<file path="src/design/gmab_pkg.sv">
package gmab_pkg;

    // configuration register indexes
    localparam logic [2:0] REG_DRAW_COLOR    = 3'd0;
    localparam logic [2:0] REG_CLIP_LEFT     = 3'd1;
    localparam logic [2:0] REG_CLIP_TOP      = 3'd2;
    localparam logic [2:0] REG_CLIP_WIDTH    = 3'd3;
    localparam logic [2:0] REG_CLIP_HEIGHT   = 3'd4;
    localparam logic [2:0] REG_TARGET_WIDTH  = 3'd5;
    localparam logic [2:0] REG_TARGET_HEIGHT = 3'd6;
    localparam logic [2:0] REG_ROW_STRIDE    = 3'd7;

    localparam int IN_TDATA_W  = 96;
    localparam int OUT_TDATA_W = 56;
    localparam int OUT_TUSER_W = 1;
    localparam int CFG_DATA_W  = 32;

    localparam logic [7:0]  BYTE_MAX   = 8'hFF;
    localparam logic [16:0] ROUND_BIAS = 17'd127;

    // pipeline advance enables for the blend lanes
    typedef struct packed {
        logic s3;
        logic s4;
    } t_adv;

    // floor(v / 255) for v below 65280: (v + (v >> 8) + 1) >> 8
    function automatic logic [7:0] div255(input logic [16:0] v);
        logic [17:0] t;
        t = 18'(v) + 18'(v[16:8]) + 18'd1;
        return t[15:8];
    endfunction

endpackage

</file>
<file path="src/design/gmab_chan.sv">
module gmab_chan
    import gmab_pkg::*;
(
    input  logic       i_clk,
    input  t_adv       i_adv,
    input  logic [7:0] i_src,
    input  logic [7:0] i_dst,
    input  logic [7:0] i_sa,
    input  logic       i_ok,
    output logic [7:0] o_byte
);

    logic [16:0] r_sum;
    logic [16:0] n_sum;
    logic [7:0]  r_byte;

    // weighted sum with rounding bias, one stage
    always_comb begin
        n_sum = 17'(16'(i_src) * 16'(i_sa)) + 17'(16'(i_dst) * 16'(8'(BYTE_MAX - i_sa)))
              + ROUND_BIAS;
    end

    always_ff @(posedge i_clk) begin
        if (i_adv.s3) begin
            r_sum <= n_sum;
        end
    end

    // divide by 255; zero when the pixel is dropped
    always_ff @(posedge i_clk) begin
        if (i_adv.s4) begin
            r_byte <= i_ok ? div255(r_sum) : 8'd0;
        end
    end

    assign o_byte = r_byte;

endmodule

</file>
<file path="src/design/glyph_mask_alpha_blend.sv">
// Throughput: one word per cycle when the output is not stalled; four register stages
// (place, clip and scale with the offset multipliers, span check and blend products,
// divide) each advance on their own.
// Stalls back up stage by stage through a ready chain; nothing is lost or repeated.
// Reset (synchronous, active low) clears all stage valid bits and every configuration
// register to zero.
module glyph_mask_alpha_blend
    import gmab_pkg::*;
#(
    parameter int MAX_TARGET_DIM  = 4096,
    parameter int MAX_MASK_WIDTH  = 1024,
    parameter int MAX_MASK_HEIGHT = 256
) (
    input  logic                   i_clk,
    input  logic                   i_rst_n,
    // configuration write port
    input  logic                   i_cfg_wr_en,
    input  logic [2:0]             i_cfg_index,
    input  logic [CFG_DATA_W-1:0]  i_cfg_data,
    // input stream
    input  logic                   i_s_axis_tvalid,
    output logic                   o_s_axis_tready,
    // origin_x[15:0] origin_y[31:16] mask_col[41:32] mask_row[49:42] coverage[57:50]
    // old_red[65:58] old_green[73:66] old_blue[81:74] old_alpha[89:82] zero[95:90]
    input  logic [IN_TDATA_W-1:0]  i_s_axis_tdata,
    // output stream
    output logic                   o_m_axis_tvalid,
    input  logic                   i_m_axis_tready,
    // pixel_x[11:0] pixel_y[23:12] new_red[31:24] new_green[39:32]
    // new_blue[47:40] new_alpha[55:48]
    output logic [OUT_TDATA_W-1:0] o_m_axis_tdata,
    // write_pixel[0]
    output logic [OUT_TUSER_W-1:0] o_m_axis_tuser
);

    localparam int XW  = $clog2(MAX_TARGET_DIM);
    localparam int TDW = $clog2(MAX_TARGET_DIM + 1);
    localparam int YSW = XW + 16;
    localparam int SPW = TDW + 16;
    localparam int CW  = SPW + 1;

    // ---------------- configuration registers ----------------
    logic [31:0]        r_draw_color;
    logic signed [15:0] r_clip_left;
    logic signed [15:0] r_clip_top;
    logic signed [15:0] r_clip_width;
    logic signed [15:0] r_clip_height;
    logic [12:0]        r_target_width;
    logic [12:0]        r_target_height;
    logic [15:0]        r_row_stride;

    always_ff @(posedge i_clk) begin
        if (!i_rst_n) begin
            r_draw_color    <= '0;
            r_clip_left     <= '0;
            r_clip_top      <= '0;
            r_clip_width    <= '0;
            r_clip_height   <= '0;
            r_target_width  <= '0;
            r_target_height <= '0;
            r_row_stride    <= '0;
        end else if (i_cfg_wr_en) begin
            unique case (i_cfg_index)
                REG_DRAW_COLOR:    r_draw_color    <= i_cfg_data;
                REG_CLIP_LEFT:     r_clip_left     <= i_cfg_data[15:0];
                REG_CLIP_TOP:      r_clip_top      <= i_cfg_data[15:0];
                REG_CLIP_WIDTH:    r_clip_width    <= i_cfg_data[15:0];
                REG_CLIP_HEIGHT:   r_clip_height   <= i_cfg_data[15:0];
                REG_TARGET_WIDTH:  r_target_width  <= i_cfg_data[12:0];
                REG_TARGET_HEIGHT: r_target_height <= i_cfg_data[12:0];
                REG_ROW_STRIDE:    r_row_stride    <= i_cfg_data[15:0];
            endcase
        end
    end

    logic [7:0] ga, cr, cg, cb;
    assign ga = r_draw_color[31:24];
    assign cr = r_draw_color[23:16];
    assign cg = r_draw_color[15:8];
    assign cb = r_draw_color[7:0];

    // saturated target size
    logic [TDW-1:0] tw_sat, th_sat;
    assign tw_sat = (32'(r_target_width) > MAX_TARGET_DIM) ? TDW'(MAX_TARGET_DIM)
                                                           : TDW'(r_target_width);
    assign th_sat = (32'(r_target_height) > MAX_TARGET_DIM) ? TDW'(MAX_TARGET_DIM)
                                                            : TDW'(r_target_height);

    // ---------------- ready chain ----------------
    logic r_v1, r_v2, r_v3, r_v4;
    logic rdy1, rdy2, rdy3, rdy4;
    t_adv adv;

    assign rdy4 = !r_v4 || i_m_axis_tready;
    assign rdy3 = !r_v3 || rdy4;
    assign rdy2 = !r_v2 || rdy3;
    assign rdy1 = !r_v1 || rdy2;
    assign adv  = '{s3: rdy3, s4: rdy4};
    assign o_s_axis_tready = rdy1;

    always_ff @(posedge i_clk) begin
        if (!i_rst_n) begin
            r_v1 <= 1'b0;
            r_v2 <= 1'b0;
            r_v3 <= 1'b0;
            r_v4 <= 1'b0;
        end else begin
            if (rdy1) r_v1 <= i_s_axis_tvalid;
            if (rdy2) r_v2 <= r_v1;
            if (rdy3) r_v3 <= r_v2;
            if (rdy4) r_v4 <= r_v3;
        end
    end

    // ---------------- stage 1: place pixel, coverage product ----------------
    logic signed [15:0] in_ox, in_oy;
    logic [9:0]         in_col;
    logic [7:0]         in_row, in_cov;

    assign in_ox  = i_s_axis_tdata[15:0];
    assign in_oy  = i_s_axis_tdata[31:16];
    assign in_col = i_s_axis_tdata[41:32];
    assign in_row = i_s_axis_tdata[49:42];
    assign in_cov = i_s_axis_tdata[57:50];

    logic signed [16:0] r1_x, r1_y;
    logic [9:0]         r1_col;
    logic [7:0]         r1_row;
    logic               r1_cov_nz;
    logic [15:0]        r1_prod;
    logic [31:0]        r1_old;

    always_ff @(posedge i_clk) begin
        if (rdy1) begin
            r1_x      <= {in_ox[15], in_ox} + $signed(17'(in_col));
            r1_y      <= {in_oy[15], in_oy} + $signed(17'(in_row));
            r1_col    <= in_col;
            r1_row    <= in_row;
            r1_cov_nz <= (in_cov != 8'd0);
            r1_prod   <= 16'(in_cov) * 16'(ga);
            r1_old    <= i_s_axis_tdata[89:58];
        end
    end

    // ---------------- stage 2: clip tests, scaled alpha, offset products ----------------
    logic signed [16:0] clip_l, clip_t, clip_r, clip_h, tw_s, th_s;
    logic               dis, out_lo, out_hi, s2_ok;
    logic [7:0]         s2_sa;

    assign clip_l = {r_clip_left[15], r_clip_left};
    assign clip_t = {r_clip_top[15], r_clip_top};
    assign clip_r = clip_l + {r_clip_width[15], r_clip_width};
    assign clip_h = {r_clip_height[15], r_clip_height};
    assign tw_s   = $signed(17'(tw_sat));
    assign th_s   = $signed(17'(th_sat));
    assign s2_sa  = div255(17'(r1_prod) + ROUND_BIAS);

    always_comb begin
        dis = (tw_sat == '0) || (th_sat == '0) || (r_row_stride == 16'd0)
           || (r_clip_width <= 16'sd0) || (r_clip_height <= 16'sd0) || (ga == 8'd0);
        out_lo = (r1_x < 17'sd0) || (r1_x < clip_l) || (r1_y < 17'sd0) || (r1_y < clip_t);
        out_hi = (32'(r1_col) >= MAX_MASK_WIDTH) || (r1_x >= clip_r) || (r1_x >= tw_s)
              || (32'(r1_row) >= MAX_MASK_HEIGHT) || ($signed(17'(r1_row)) >= clip_h)
              || (r1_y >= th_s);
        s2_ok = !dis && !out_lo && !out_hi && r1_cov_nz && (s2_sa != 8'd0);
    end

    logic           r2_ok;
    logic [XW-1:0]  r2_x, r2_y;
    logic [YSW-1:0] r2_ystride;
    logic [SPW-1:0] r2_span;
    logic [7:0]     r2_sa;
    logic [31:0]    r2_old;

    always_ff @(posedge i_clk) begin
        if (rdy2) begin
            r2_ok      <= s2_ok;
            r2_x       <= r1_x[XW-1:0];
            r2_y       <= r1_y[XW-1:0];
            r2_ystride <= YSW'(r1_y[XW-1:0]) * YSW'(r_row_stride);
            r2_span    <= SPW'(r_row_stride) * SPW'(th_sat);
            r2_sa      <= s2_sa;
            r2_old     <= r1_old;
        end
    end

    // ---------------- stage 3: byte span check ----------------
    logic [CW-1:0] s3_last;
    assign s3_last = CW'(r2_ystride) + CW'({r2_x, 2'b11});

    logic          r3_ok;
    logic [XW-1:0] r3_x, r3_y;

    always_ff @(posedge i_clk) begin
        if (rdy3) begin
            r3_ok <= r2_ok && (s3_last < CW'(r2_span));
            r3_x  <= r2_x;
            r3_y  <= r2_y;
        end
    end

    // ---------------- blend lanes: stages 3 and 4 ----------------
    logic [7:0] new_r, new_g, new_b, new_a;

    gmab_chan u_chan_r (
        .i_clk (i_clk), .i_adv (adv), .i_src (cr), .i_dst (r2_old[7:0]),
        .i_sa (r2_sa), .i_ok (r3_ok), .o_byte (new_r)
    );
    gmab_chan u_chan_g (
        .i_clk (i_clk), .i_adv (adv), .i_src (cg), .i_dst (r2_old[15:8]),
        .i_sa (r2_sa), .i_ok (r3_ok), .o_byte (new_g)
    );
    gmab_chan u_chan_b (
        .i_clk (i_clk), .i_adv (adv), .i_src (cb), .i_dst (r2_old[23:16]),
        .i_sa (r2_sa), .i_ok (r3_ok), .o_byte (new_b)
    );
    gmab_chan u_chan_a (
        .i_clk (i_clk), .i_adv (adv), .i_src (BYTE_MAX), .i_dst (r2_old[31:24]),
        .i_sa (r2_sa), .i_ok (r3_ok), .o_byte (new_a)
    );

    // ---------------- stage 4: output word ----------------
    logic        r4_write;
    logic [11:0] r4_px, r4_py;

    always_ff @(posedge i_clk) begin
        if (rdy4) begin
            r4_write <= r3_ok;
            r4_px    <= r3_ok ? 12'(r3_x) : 12'd0;
            r4_py    <= r3_ok ? 12'(r3_y) : 12'd0;
        end
    end

    assign o_m_axis_tvalid = r_v4;
    assign o_m_axis_tuser  = r4_write;
    assign o_m_axis_tdata  = {new_a, new_b, new_g, new_r, r4_py, r4_px};

    // ---------------- assertions ----------------
    a_drop_zero: assert property (@(posedge i_clk) disable iff (!i_rst_n)
        (r_v4 && !r4_write) |-> (o_m_axis_tdata == '0))
        else $error("dropped pixel word carries nonzero data");

    a_ready_full: assert property (@(posedge i_clk) disable iff (!i_rst_n)
        !o_s_axis_tready |-> (r_v1 && r_v2 && r_v3 && r_v4 && !i_m_axis_tready))
        else $error("input stalled while the pipeline has room");

    a_stage_hold: assert property (@(posedge i_clk) disable iff (!i_rst_n)
        (r_v3 && !rdy3) |=> r_v3)
        else $error("stalled stage 3 word lost");

endmodule

</file>
<file path="config.mk">
export PLATFORM = sky130hd
export DESIGN_NAME = glyph_mask_alpha_blend
export DESIGN_NICKNAME = d
export VERILOG_FILES = /design/src/design/gmab_pkg.sv /design/src/design/gmab_chan.sv /design/src/design/glyph_mask_alpha_blend.sv
export SDC_FILE = /design/constraint.sdc
export NUM_CORES = 2
export LEC_CHECK = 0
export BUFFER_PORTS_ARGS = -buffer_cell sky130_fd_sc_hd__clkbuf_2
export CAP_MARGIN = 30
export CELL_PAD_IN_SITES_DETAIL_PLACEMENT = 0
export CELL_PAD_IN_SITES_GLOBAL_PLACEMENT = 1
export CORE_MARGIN = 3
export CORE_UTILIZATION = 51
export DETAILED_ROUTE_END_ITERATION = 12
export GPL_TIMING_DRIVEN = 0
export MAX_ROUTING_LAYER = met4
export PLACE_DENSITY_LB_ADDON = 0.1
export SKIP_LAST_GASP = 1
export SLEW_MARGIN = 0
export SYNTH_ARGS = -nofsm -noshare
export SYNTH_HDL_FRONTEND = slang
export SYNTH_SLANG_ARGS = --single-unit
export TNS_END_PERCENT = 5
</file>
<file path="constraint.sdc">
create_clock -name i_clk -period 7.6 [get_ports i_clk]
set_input_delay 0.38 -clock i_clk [delete_from_list [all_inputs] [get_ports i_clk]]
set_output_delay 0.38 -clock i_clk [all_outputs]
set_load 0.01 [all_outputs]
</file>
==> impl_metrics.env <==
export IMPL_rsz0062_at_grt="yes"
export IMPL_crit_type="flop to flop"
export IMPL_postRouteAntennaNets=0
export IMPL_multi_input_comb_area_um2=37200
export IMPL_p_per_area_nw_per_um2=284
export IMPL_fp_coreArea_um2=108000
export IMPL_critical_path_cell_chain="clkbuf_1 -> clkbuf_1 -> nor2b_1 -> clkbuf_1 -> nand2_1 -> fa_1 -> inv_1 -> fa_1 -> fa_1 -> fa_1 -> inv_1 -> fa_1 -> inv_1 -> ha_1 -> a21o_1 -> a21oi_1 -> o2bb2ai_1 -> a21oi_1 -> a31oi_1 -> nor3_1 -> a21oi_1 -> xor2_1"
export IMPL_grt_max_degree=82
export IMPL_initial_utilization_pct=51.6
export IMPL_hold_class="input port to flop"
export IMPL_p_leak_nw=29.0
export IMPL_max_freq_ghz=0.136
export IMPL_critPathLaunchType="flop"
export IMPL_grt_pass1_wl_um=234000
export IMPL_hold_slack_ns=0.0415
export IMPL_place_inst=7275
export IMPL_crit_fanout=10
export IMPL_cts_max_level=2
export IMPL_numCtsBuffers=59
export IMPL_reg2reg_from="r_target_height[12]"
export IMPL_std_cell_rows=120
export IMPL_routabilityCongestion=0.899
export IMPL_post_route_util_pct=56.9
export IMPL_critical_path_most_common_cell="fa_1"
export IMPL_hpwlAfterDp_um=121000
export IMPL_total_power_mw=17.4
export IMPL_clk_latency_ns=0.71
export IMPL_drv_slew=0
export IMPL_cts_sinks=505
export IMPL_crit_required_ns=8.04
export IMPL_stdcell_area_um2=61200
export IMPL_fin_nets=7493
export IMPL_tightestPinTransition_ns=1.05
export IMPL_wl_per_cell_um=20.0
export IMPL_cts_clk_slew_worst_paths_ns=0.06
export IMPL_synth_edf_count=363
export IMPL_ir_worst_vdd_mv=0.624
export IMPL_pre_cts_slack_ns=-0.131
export IMPL_crit_path_max_incr_delay_ns=0.74
export IMPL_first_global_vias=41150
export IMPL_n_fill_cell=9734
export IMPL_die_h_um=336
export IMPL_drtIter0Drc=2246
export IMPL_wirelength_um=150000
export IMPL_ys_top_cells_by_area="fa_1, edfxtp_1, ha_1, inv_1, nand2_1"
export IMPL_ys_seq_area_share_pct=24.7
export IMPL_outcome="completed"
export IMPL_tns_ns=0
export IMPL_synth_nets=7174
export IMPL_finalSetupViolations=0
export IMPL_worst_slack_ns=0.264
export IMPL_hp_start="i_cfg_data[5]"
export IMPL_crit_arrival_ns=7.77
export IMPL_skew_ns=0.0772
export IMPL_drive_gt1_share_pct=5.26
export IMPL_portBuffers=170
export IMPL_post_route_period_util_pct=96.5
export IMPL_first_pass_iters=6
export IMPL_grt_antenna_before_repair=12
export IMPL_drc_errors=0
export IMPL_cp_slowest_cell="nor2b_1"
export IMPL_yosysTopAreaCellShare_pct=26.7
export IMPL_synth_seq_cells=505
export IMPL_vias=39713
export IMPL_dieArea_um2=113000
export IMPL_critical_path_endpoint_type="flop"
export IMPL_rr_worst_depth=22
export IMPL_fp_dieW_um=336
export IMPL_grt_use_total_pct=28.2
export IMPL_dpl_cell_area_um2=58300
export IMPL_viasPerCell=5.31
export IMPL_cts_root_buf="clkbuf_16"
export IMPL_area_growth_pct=10.2
export IMPL_yosys_warnings=0
export IMPL_netlist_instances=5694
export IMPL_grt_overflow=0
export IMPL_synth_area_per_cell_um2=9.76
export IMPL_synthDistinctLibCells=74
export IMPL_slew_headroom_pct=29.4
export IMPL_regArea_um2=13700
export IMPL_ios=195
export IMPL_syn_cell_area_um2=55600
export IMPL_synth_top_flop_cell="edfxtp_1"
export IMPL_period_minus_slack_ns=7.34
export IMPL_ys_async_sr_fraction_pct=0
export IMPL_maxCapViolations=0
export IMPL_hold_violations=0
export IMPL_yosysTopAreaCell="fa_1"
export IMPL_critPathLaunch="r_target_height[12]"
export IMPL_clk_path_buf_depth=3
export IMPL_cts_tree="built"
export IMPL_stdcell_count=7475
export IMPL_whs_path_depth=3
## metal layers
metal	vias up	share of wire, %	track usage, %	routed length (µm)
met5	-	0	-	0
li1	18739	-	-	-
met1	19794	43	35.5	63700
met4	0	4.3	10.5	6410
met3	230	5.2	3.60	7820
met2	950	48	46.6	71800
## registers in the layout, indices dropped and copies added (netlist names), 17 cells and up
name and cells:
u_chan_a.r_sum 17, r1_old 32, r2_ystride 28, r1_y 17
u_chan_b.r_sum 17, r_draw_color 32, u_chan_r.r_sum 17, r2_old 32
r2_span 29, r1_x 17, u_chan_g.r_sum 17
## kinds of logic after synthesis
family	Yosys count	synth area share [%]
xor gates and xnor gates	216	3.41
AOI/OAI and AO/OA	586	7.13
DFF	505	24.7
muxes	3	0.0541
adders and majority gates	1344	40.3
and+or+nand+nor	1808	16.0
buffers and inverters	1232	8.40
## worst max-delay path, delay by kind of cell (launching register included)
| kind | cells | cell delay [ns] |
|---|---|---|
| adders and majority gates | 6 | 2.84 |
| and+or+nand+nor | 3 | 1.32 |
| AOI/OAI and AO/OA | 6 | 1.24 |
| buffers and inverters | 6 | 1.19 |
| DFF | 1 | 0.33 |
| xor gates and xnor gates | 1 | 0.16 |
## final timing paths
path                endpoint  slack, ns
max              r2_span[26]       0.26
min          r_draw_color[5]       0.04
max reg2reg      r2_span[26]       0.26
min reg2reg       r2_old[10]       0.38
## synthesized netlist by cell type (all sizes together), types with 4 or more instances
library cell and number:
inv 1026, nand2 846, fa 742, ha 602
edfxtp 363, and2 350, clkbuf 176, xnor2 156
a21boi 152, nor2b 150, dfxtp 142, a21oi 121
nor2 120, o21ai 86, nand2b 63, xor2 60
a21o 59, nor3 56, nand3 51, and3 40
nand4 34, o21a 31, buf 30, or3 30
nor4 27, a31oi 24, o21bai 20, a211oi 15
o31a 9, a2111oi 8, a31o 8, o31ai 8
or2 8, a41oi 6, and4 6, nor4bb 6
o211ai 6, o41ai 6, a211o 4, and3b 4
nor3b 4, o311a 4
## where the power goes
group	total, mW	internal [mW]	switching, mW
Combinational	10.2	4.57	5.65
Sequential	4.19	3.80	0.390
Clock	2.98	1.72	1.26
## area by class of cell
type                            instances  area share [%]
Antenna cell                            8          0.0327
Buffer                                206            1.36
Clock buffer                           82            2.65
Clock inverter                         30           0.675
Inverter                             1026            6.30
Multi-Input combinational cell       3957            60.7
Sequential cell                       505            22.5
Tap cell                             1403            2.87
Timing Repair Buffer                  258            2.95
## placed cells by master (no fill, tap or decap), types with 51 or more instances in the layout
cell type      count
clkbuf_2         173
a21o_1            59
xnor2_1          156
o21ai_0           80
nand2b_1          63
inv_1           1024
dfxtp_1          142
nand3_1           51
a21oi_1          119
ha_1             602
nand2_1          844
a21boi_0         151
dlygate4sd3_1     76
and2_1           350
clkbuf_16         60
nor3_1            56
xor2_1            60
clkbuf_1         191
fa_1             742
edfxtp_1         363
nor2b_1          150
nor2_1           120
## what timing repair did
action                     CTS  global route
resized for setup            3             2
hold buffers                76             0
gates cloned                 0             0
buffers inserted             0             4
hold endpoints to repair    93             0
setup endpoints to repair    1             5
Power figures use the tool's default switching activity.
